## config.mk

```make
export PLATFORM = sky130hd
export DESIGN_NAME = tcp_syn_option_parser_unit
export DESIGN_NICKNAME = d
export VERILOG_FILES = /design/src/rtl/core/tsop_pkg.sv /design/src/rtl/core/tcp_syn_option_parser_unit.sv
export SDC_FILE = /design/constraint.sdc
export NUM_CORES = 1
export LEC_CHECK = 0
export BUFFER_PORTS_ARGS = -buffer_cell sky130_fd_sc_hd__buf_2
export CORE_ASPECT_RATIO = 0.9
export CORE_MARGIN = 2
export CORE_UTILIZATION = 42
export DETAILED_ROUTE_END_ITERATION = 16
export PLACE_DENSITY = 0.66
export REMOVE_ABC_BUFFERS = 1
export SLEW_MARGIN = 10
export SYNTH_ARGS = -nofsm -noshare
export SYNTH_HDL_FRONTEND = slang
export SYNTH_SLANG_ARGS = --single-unit
```

## constraint.sdc

```tcl
create_clock -name clk -period 4.9 [get_ports clk]
set_input_delay 0.98 -clock clk [delete_from_list [all_inputs] [get_ports clk]]
set_output_delay 0.98 -clock clk [all_outputs]
set_load 0.02 [all_outputs]
```

## src/rtl/core/tsop_pkg.sv

```systemverilog
`default_nettype none

package tsop_pkg;

  // One option-list byte and its end-of-list mark.
  typedef struct packed {
    logic [7:0] opt_byte;
    logic       last_byte;
  } tsop_in_t;

  // Summary of one option list.
  typedef struct packed {
    logic [15:0] mss;
    logic        mss_seen;
    logic [7:0]  wscale_shift;
    logic        wscale_seen;
    logic [1:0]  status;
  } tsop_out_t;

  // Parser phases
  localparam logic [1:0] PH_KIND = 2'd0;
  localparam logic [1:0] PH_LEN  = 2'd1;
  localparam logic [1:0] PH_BODY = 2'd2;
  localparam logic [1:0] PH_STOP = 2'd3;

  // Option kinds
  localparam logic [7:0] KIND_EOL    = 8'd0;
  localparam logic [7:0] KIND_NOP    = 8'd1;
  localparam logic [7:0] KIND_MSS    = 8'd2;
  localparam logic [7:0] KIND_WSCALE = 8'd3;

  // Smallest legal length byte (kind + length)
  localparam logic [7:0] MIN_OPT_LEN = 8'd2;

  // Status codes
  localparam logic [1:0] ST_OK     = 2'd0;
  localparam logic [1:0] ST_TRUNC  = 2'd1;
  localparam logic [1:0] ST_BADLEN = 2'd2;

endpackage

`default_nettype wire

```

## src/rtl/core/tcp_syn_option_parser_unit.sv

```systemverilog
`default_nettype none

// TCP SYN option parser. Option bytes enter one per beat on the opt channel,
// the final byte of a list marked by last_byte. Kinds 0 and 1 are single-byte
// options; every other kind is skipped by its length byte. A kind 2 option
// captures a big-endian MSS and a kind 3 option a window-scale shift; a later
// copy overrides an earlier one. The byte marked last yields one beat on the
// res channel with both values (0 when absent), their found flags and a
// status: 0 ok, 1 an option was cut off by the end of the list, 2 a length
// byte below 2 (parsing stops there, and the rest of the list is ignored).
// After each list the parser is back in its reset state. Throughput is one
// byte per clock; an accepted last byte passes the input register and then
// the result register before its result beat appears. The input register
// only holds back when it carries a last byte and the result register is
// still full and stalled; plain option bytes never wait on the res side.

module tcp_syn_option_parser_unit
  import tsop_pkg::*;
(
  input  wire logic      clk,
  input  wire logic      rst,
  // option byte channel
  input  wire logic      opt_valid,
  output logic           opt_stall,
  input  wire tsop_in_t  opt,
  // result channel
  output logic           res_valid,
  input  wire logic      res_stall,
  output tsop_out_t      res
);

  // input register
  logic       in_valid;
  tsop_in_t   in_beat;

  // parser state
  logic [1:0]  phase;
  logic [7:0]  cur_kind;
  logic [7:0]  bytes_left;
  logic [1:0]  body_offset;   // saturates at 2: only offsets 0 and 1 matter
  logic [15:0] mss_value;
  logic [7:0]  scale_value;
  logic [7:0]  mss_high;
  logic [1:0]  found;         // bit 0 MSS, bit 1 window scale
  logic [1:0]  err;

  logic [1:0]  phase_next;
  logic [7:0]  cur_kind_next;
  logic [7:0]  bytes_left_next;
  logic [1:0]  body_offset_next;
  logic [15:0] mss_value_next;
  logic [7:0]  scale_value_next;
  logic [7:0]  mss_high_next;
  logic [1:0]  found_next;
  logic [1:0]  err_next;

  logic        fire;          // input register consumed this cycle
  logic        opt_take;
  logic [1:0]  status;
  tsop_out_t   res_next;

  // A last byte may only leave the input register when the result register
  // is free or draining this cycle.
  assign fire      = in_valid && (!in_beat.last_byte || !res_valid || !res_stall);
  assign opt_stall = in_valid && !fire;
  assign opt_take  = opt_valid && !opt_stall;

  always_ff @(posedge clk) begin
    if (rst) begin
      in_valid <= 1'b0;
    end else if (opt_take) begin
      in_valid <= 1'b1;
    end else if (fire) begin
      in_valid <= 1'b0;
    end
  end

  always_ff @(posedge clk) begin
    if (opt_take) begin
      in_beat <= opt;
    end
  end

  // Byte-level parse step
  always_comb begin
    phase_next       = phase;
    cur_kind_next    = cur_kind;
    bytes_left_next  = bytes_left;
    body_offset_next = body_offset;
    mss_value_next   = mss_value;
    scale_value_next = scale_value;
    mss_high_next    = mss_high;
    found_next       = found;
    err_next         = err;

    case (phase)
      PH_KIND: begin
        if (!(in_beat.opt_byte inside {KIND_EOL, KIND_NOP})) begin
          cur_kind_next = in_beat.opt_byte;
          phase_next    = PH_LEN;
        end
      end
      PH_LEN: begin
        if (in_beat.opt_byte < MIN_OPT_LEN) begin
          err_next   = ST_BADLEN;
          phase_next = PH_STOP;
        end else begin
          bytes_left_next  = in_beat.opt_byte - MIN_OPT_LEN;
          body_offset_next = 2'd0;
          phase_next       = (in_beat.opt_byte == MIN_OPT_LEN) ? PH_KIND : PH_BODY;
        end
      end
      PH_BODY: begin
        if (cur_kind == KIND_MSS) begin
          if (body_offset == 2'd0) begin
            mss_high_next = in_beat.opt_byte;
          end else if (body_offset == 2'd1) begin
            mss_value_next = {mss_high, in_beat.opt_byte};
            found_next[0]  = 1'b1;
          end
        end else if (cur_kind == KIND_WSCALE && body_offset == 2'd0) begin
          scale_value_next = in_beat.opt_byte;
          found_next[1]    = 1'b1;
        end
        body_offset_next = (body_offset == 2'd2) ? 2'd2 : body_offset + 2'd1;
        bytes_left_next  = bytes_left - 8'd1;
        if (bytes_left == 8'd1) begin
          phase_next = PH_KIND;
        end
      end
      default: begin
        // stopped after a bad length: ignore bytes until end of list
      end
    endcase

    if (err_next != ST_OK) begin
      status = err_next;
    end else if (phase_next == PH_LEN || phase_next == PH_BODY) begin
      status = ST_TRUNC;
    end else begin
      status = ST_OK;
    end

    res_next.mss          = found_next[0] ? mss_value_next : 16'd0;
    res_next.mss_seen     = found_next[0];
    res_next.wscale_shift = found_next[1] ? scale_value_next : 8'd0;
    res_next.wscale_seen  = found_next[1];
    res_next.status       = status;
  end

  // Parser state; a last byte returns it to reset for the next list.
  always_ff @(posedge clk) begin
    if (rst) begin
      phase       <= PH_KIND;
      cur_kind    <= 8'd0;
      bytes_left  <= 8'd0;
      body_offset <= 2'd0;
      mss_value   <= 16'd0;
      scale_value <= 8'd0;
      mss_high    <= 8'd0;
      found       <= 2'd0;
      err         <= ST_OK;
    end else if (fire) begin
      if (in_beat.last_byte) begin
        phase       <= PH_KIND;
        cur_kind    <= 8'd0;
        bytes_left  <= 8'd0;
        body_offset <= 2'd0;
        mss_value   <= 16'd0;
        scale_value <= 8'd0;
        mss_high    <= 8'd0;
        found       <= 2'd0;
        err         <= ST_OK;
      end else begin
        phase       <= phase_next;
        cur_kind    <= cur_kind_next;
        bytes_left  <= bytes_left_next;
        body_offset <= body_offset_next;
        mss_value   <= mss_value_next;
        scale_value <= scale_value_next;
        mss_high    <= mss_high_next;
        found       <= found_next;
        err         <= err_next;
      end
    end
  end

  // Result register
  always_ff @(posedge clk) begin
    if (rst) begin
      res_valid <= 1'b0;
    end else if (fire && in_beat.last_byte) begin
      res_valid <= 1'b1;
    end else if (!res_stall) begin
      res_valid <= 1'b0;
    end
  end

  always_ff @(posedge clk) begin
    if (fire && in_beat.last_byte) begin
      res <= res_next;
    end
  end

endmodule

`default_nettype wire

```

Yosys cells after proc, flatten, opt, wreduce, memory -nomap -nowiden
Cells that the tools add are included.
{ "classes": {"add_sub_neg": 3, "order_cmp": 1, "eq_ne": 14, "muxes": 45, "n_reduce_logical": 27} }
{ "ops": {"columns": ["op", "count"], "rows": [
  ["2-to-1 mux 8 bit", 13],
  ["2-to-1 mux 16 bit", 5],
  ["2-to-1 mux 2 bit", 14],
  ["== test 8 x 2 -> 1 bit, second input constant", 3],
  ["== test 8 x 1 -> 1 bit, second input constant", 2],
  ["case mux 8 bit (2 select lines)", 1],
  ["nonzero test 2 bit", 7],
  ["2-to-1 mux 1 bit", 10],
  ["logical NOT 8 bit", 1],
  ["less-than comparator 8 x 2 -> 1 bit, second input constant", 1],
  ["subtractor 8 x 1 -> 8 bit, second input constant", 1],
  ["subtractor 8 x 2 -> 8 bit, second input constant", 1],
  ["== test 2 x 1 -> 1 bit, second input constant", 3],
  ["== test 2 bit, second input constant", 3],
  ["case mux 2 bit (3 select lines)", 1],
  ["AND reduction 3 bit", 2],
  ["logical AND 1 bit", 5],
  ["logical NOT 1 bit", 5],
  ["logical NOT 2 bit", 2],
  ["case mux 2 bit (2 select lines)", 1],
  ["AND reduction 4 bit", 1],
  ["logical OR 1 bit", 3],
  ["inequality test 3 bit, second input constant", 1],
  ["nonzero test 3 bit", 1],
  ["other kinds (3)", 3]
]} }
{ "word_totals": {"ff_bits": 95, "inputBits": 13, "wordCells": 108} }

Depth between registers and ports, before layout
{ "depth": {"word_depth": 9, "ltp_mapped": 8} }

Worst setup path before layout
OpenSTA, ideal clock, no wires.
{ "synth_timing": {"path_kind": "input-to-output", "from": "in res_stall", "to": "out opt_stall", "arrival_time_ps": 1437, "required_time_ps": 3920, "path_slack_ps": 2483, "stages": 2, "path_buffers": 0, "path_cell_list": "nand2_1 > nor2_1"} }
{ "synth_via": {"elab_chain_len": 5} }
{ "synth_rtl": {"columns": ["element", "line", "rtl"], "rows": [
  ["from (decl)", "tcp_syn_option_parser_unit.sv:28", "input wire logic res_stall,"],
  ["logical NOT 1 bit", null, null],
  ["logical OR 1 bit", "tcp_syn_option_parser_unit.sv:64", "assign fire = in_valid && (!in_beat.last_byte || !res_valid || !res_stall);"],
  ["logical AND 1 bit", "tcp_syn_option_parser_unit.sv:64", null],
  ["logical NOT 1 bit", "tcp_syn_option_parser_unit.sv:65", "assign opt_stall = in_valid && !fire;"],
  ["logical AND 1 bit", "tcp_syn_option_parser_unit.sv:65", null],
  ["to (decl)", "tcp_syn_option_parser_unit.sv:24", "output logic opt_stall,"]
]} }
No other way between the ends.

Worst setup path after layout
{ "layout_timing": {"from": "reg in_beat[0] in the netlist's numbering", "to": "out opt_stall"} }
{ "layout_via": {"elab_chain_len": 6} }
{ "layout_rtl": {"columns": ["element", "line", "rtl"], "rows": [
  ["from (decl)", "tcp_syn_option_parser_unit.sv:34", "tsop_in_t in_beat;"],
  ["from (signal assigned)", "tcp_syn_option_parser_unit.sv:80", "in_beat <= opt;"],
  ["logical NOT 1 bit", "tcp_syn_option_parser_unit.sv:64", null],
  ["logical OR 1 bit (2 in a row)", "tcp_syn_option_parser_unit.sv:64", null],
  ["logical AND 1 bit", "tcp_syn_option_parser_unit.sv:64", null],
  ["logical NOT 1 bit", "tcp_syn_option_parser_unit.sv:65", null],
  ["logical AND 1 bit", "tcp_syn_option_parser_unit.sv:65", null]
]} }
No other way between the ends.

==> metrics.yaml <==
status:
  status: "completed"
route:
  routed_wl_mm: 9.22
  drc: 0
  ant_nets: 0
  via_per_inst: 5.77
  dr_total_vias: 3236
  drt_iter0_drc: 249
  wl_per_cell_um: 16.4
  drtPass1Iterations: 5
grt:
  overflow: 0
  track_usage: 0.185
  grt_max_degree: 35
  antenna_found_initial: 0
  grt_pass1_wl_mm: 15.4
  grt_pass1_vias: 2999
cts:
  clockRootBuffer: "clkbuf_8"
  cts_setup_buffers: 0
  clk_pin_slew_ns: 0.09
  clk_latency_ns: 0.38
  numCtsBuffers: 9
  clockBufferDepth: 2
  cts.sink_count: 95
  h-tree-depth: 3
  cts_resized: 0
  cts_hold_buf: 0
  cts_tree: "built"
timing:
  setup_viol: 0
  period_minus_slack_ns: 2.61
  slew_headroom: 0.271
  final-hold-violation-count: 0
  fin_skew_ns: 0.0128
  rsz0062_at_grt: "no"
  drv_slew: 0
  finalCritPeriodShare: 0.533
  finalSetupTns_ns: 0
  max_freq_mhz: 383
  tightest_slew_ns: 1.09
hold_path:
  hold_path.class: "register to register"
synth:
  syn_inst: 406
  synth.distinct_cells: 61
  yosys_warnings: 0
  yosysSeqAreaShare: 0.545
  syn-mean-instance-area_um2: 10.3
  ys_ff_latch: 95
  async_flop_share: 0
  synth_edf_count: 37
  synth_ff_type: "dfxtp_1"
  synth_area_um2: 4170
finish:
  synthToLayoutAreaGrowth_pct: 11.2
  final_common_cell: "dfxtp_1"
  nNetsFinal: 448
  mostFrequentLayoutCells: "58 x dfxtp_1, 55 x nand2_1, 42 x buf_2, 37 x edfxtp_1, 32 x a22o_1"
  layout-drive-gt1-share: 0.175
  diodes: 0
die:
  io-pin-count: 43
  die_area_um2: 10700
  rows: 34
  die_w_um: 109
  dieHeight_um: 98.5
  start_util: 0.432
  core_um2: 9660
placement:
  place_congestion: 0.912
  io_buffers: 42
  detailed_place_hpwl_mm: 6.08
power:
  power_mw: 1.49
  leakage_nw: 1.65
  power-per-cell-area_nw_per_um2: 322
  ir_drop_mv: 0.189
setup_path:
  end_kind: "output pin"
  crit_type: "register to output pin"
  required_ns: 3.92
  cp-start-kind: "register"
  cp.arrival_ns: 1.63
  path_max_fanout: 18
run:
  drv_cap: 0
-- metal layers --
layer  up-vias  global-route usage  share of wire
met3        16              0.0470          0.078
met2       136               0.283           0.46
met5         -                   0              0
li1       1551                   -              -
met4         0              0.0493          0.015
met1      1533               0.261           0.45
-- flip-flops by register name, indices dropped and copies added, names as in the netlist --
| name | count |
|---|---|
| scale_value | 8 |
| res_valid | 1 |
| in_valid | 1 |
| mss_value | 16 |
| cur_kind | 8 |
| res | 28 |
| phase | 2 |
| err | 2 |
| mss_high | 8 |
| in_beat | 9 |
| body_offset | 2 |
| found | 2 |
| bytes_left | 8 |
-- synth_stat cells (2+ instances only) --
library cell  instances  area share
nand4_1               2      0.0030
clkbuf_1             22       0.020
or3_1                 2      0.0030
o21a_1                2      0.0036
nor3_1                6      0.0072
a21oi_1              19       0.023
a31oi_1               2      0.0030
or4_1                 5      0.0090
ha_1                  5       0.015
xnor2_1               4      0.0084
o31ai_1               3      0.0054
a211o_1               3      0.0063
mux2_2                2      0.0054
nor3b_1               3      0.0054
nand3_1              24       0.029
o211ai_1              5      0.0090
or2_2                 2      0.0030
nor4_4                2       0.010
nor4_1                3      0.0045
nand2b_1              5      0.0075
dfxtp_1              58        0.28
buf_4                 3      0.0054
a22o_1               32       0.067
edfxtp_1             37        0.27
buf_2                 5      0.0060
o21ai_0              28       0.034
nand2_1              55       0.050
o311ai_0              2      0.0042
inv_1                12       0.011
a211oi_1              3      0.0054
nor2b_1               4      0.0060
o41ai_1               3      0.0063
o22ai_1               2      0.0030
and3_1                3      0.0045
nor2_1                9      0.0081
xor2_1                3      0.0063
or3b_2                2      0.0042
-- critical path: stages, from the launching register on --
cell and delay [ns]:
edfxtp_1 0.74, nand2_1 0.15, nor2_1 0.18, buf_2 0.19
-- through the flow --
stage,setup WS [ns],utilization,cells,area [um2],hold WS [ns]
after global placement,2.18,0.457,545,4410,0.461
after detailed placement,2.05,0.457,545,4410,0.463
final,2.29,0.480,561,4640,0.479
after floorplan,2.33,-,374,4020,0.444
after CTS,2.28,0.480,561,4640,0.478
after global routing,2.12,0.480,561,4640,0.506
-- where the power goes --
part	switching (mW)	internal, mW	total [mW]	leakage (nW)
Clock	0.301	0.252	0.553	0.112
Combinational	0.0530	0.0297	0.0827	0.717
Sequential	0.0247	0.833	0.857	0.817
-- cell type report --
class,instances,area [um2]
Clock buffer,9,124
Clock inverter,7,97.6
Fill cell,916,5020
Inverter,12,45.0
Multi-Input combinational cell,267,1710
Sequential cell,95,2270
Tap cell,126,158
Timing Repair Buffer,45,233
-- kinds of logic (layout without fill, tap and decap cells) --
kind of cell | count (synthesis) | count (layout) | share of synthesized area
multiplexers | 2 | 2 | 0.00540
XOR/XNOR | 7 | 7 | 0.0147
buffers and inverters | 44 | 73 | 0.0456
adder cells (fa/ha/maj) | 5 | 5 | 0.0150
AO/OA/AOI/OAI | 115 | 115 | 0.194
AND/OR/NAND/NOR | 138 | 138 | 0.180
flip-flops | 95 | 95 | 0.545
-- worst paths after layout --
check                                    from                          end  slack [ns]  cells past startpoint
setup reg to reg         in_beat[8]$_DFFE_PP_   bytes_left[0]$_SDFFE_PP0P_        2.41                      4
hold reg to reg   body_offset[1]$_SDFFE_PP0P_  body_offset[1]$_SDFFE_PP0P_        0.48                      2
hold / removal    body_offset[1]$_SDFFE_PP0P_  body_offset[1]$_SDFFE_PP0P_        0.48                      2
setup / recovery         in_beat[0]$_DFFE_PP_                    opt_stall        2.29                      3
(Power assumes the default switching activity.)
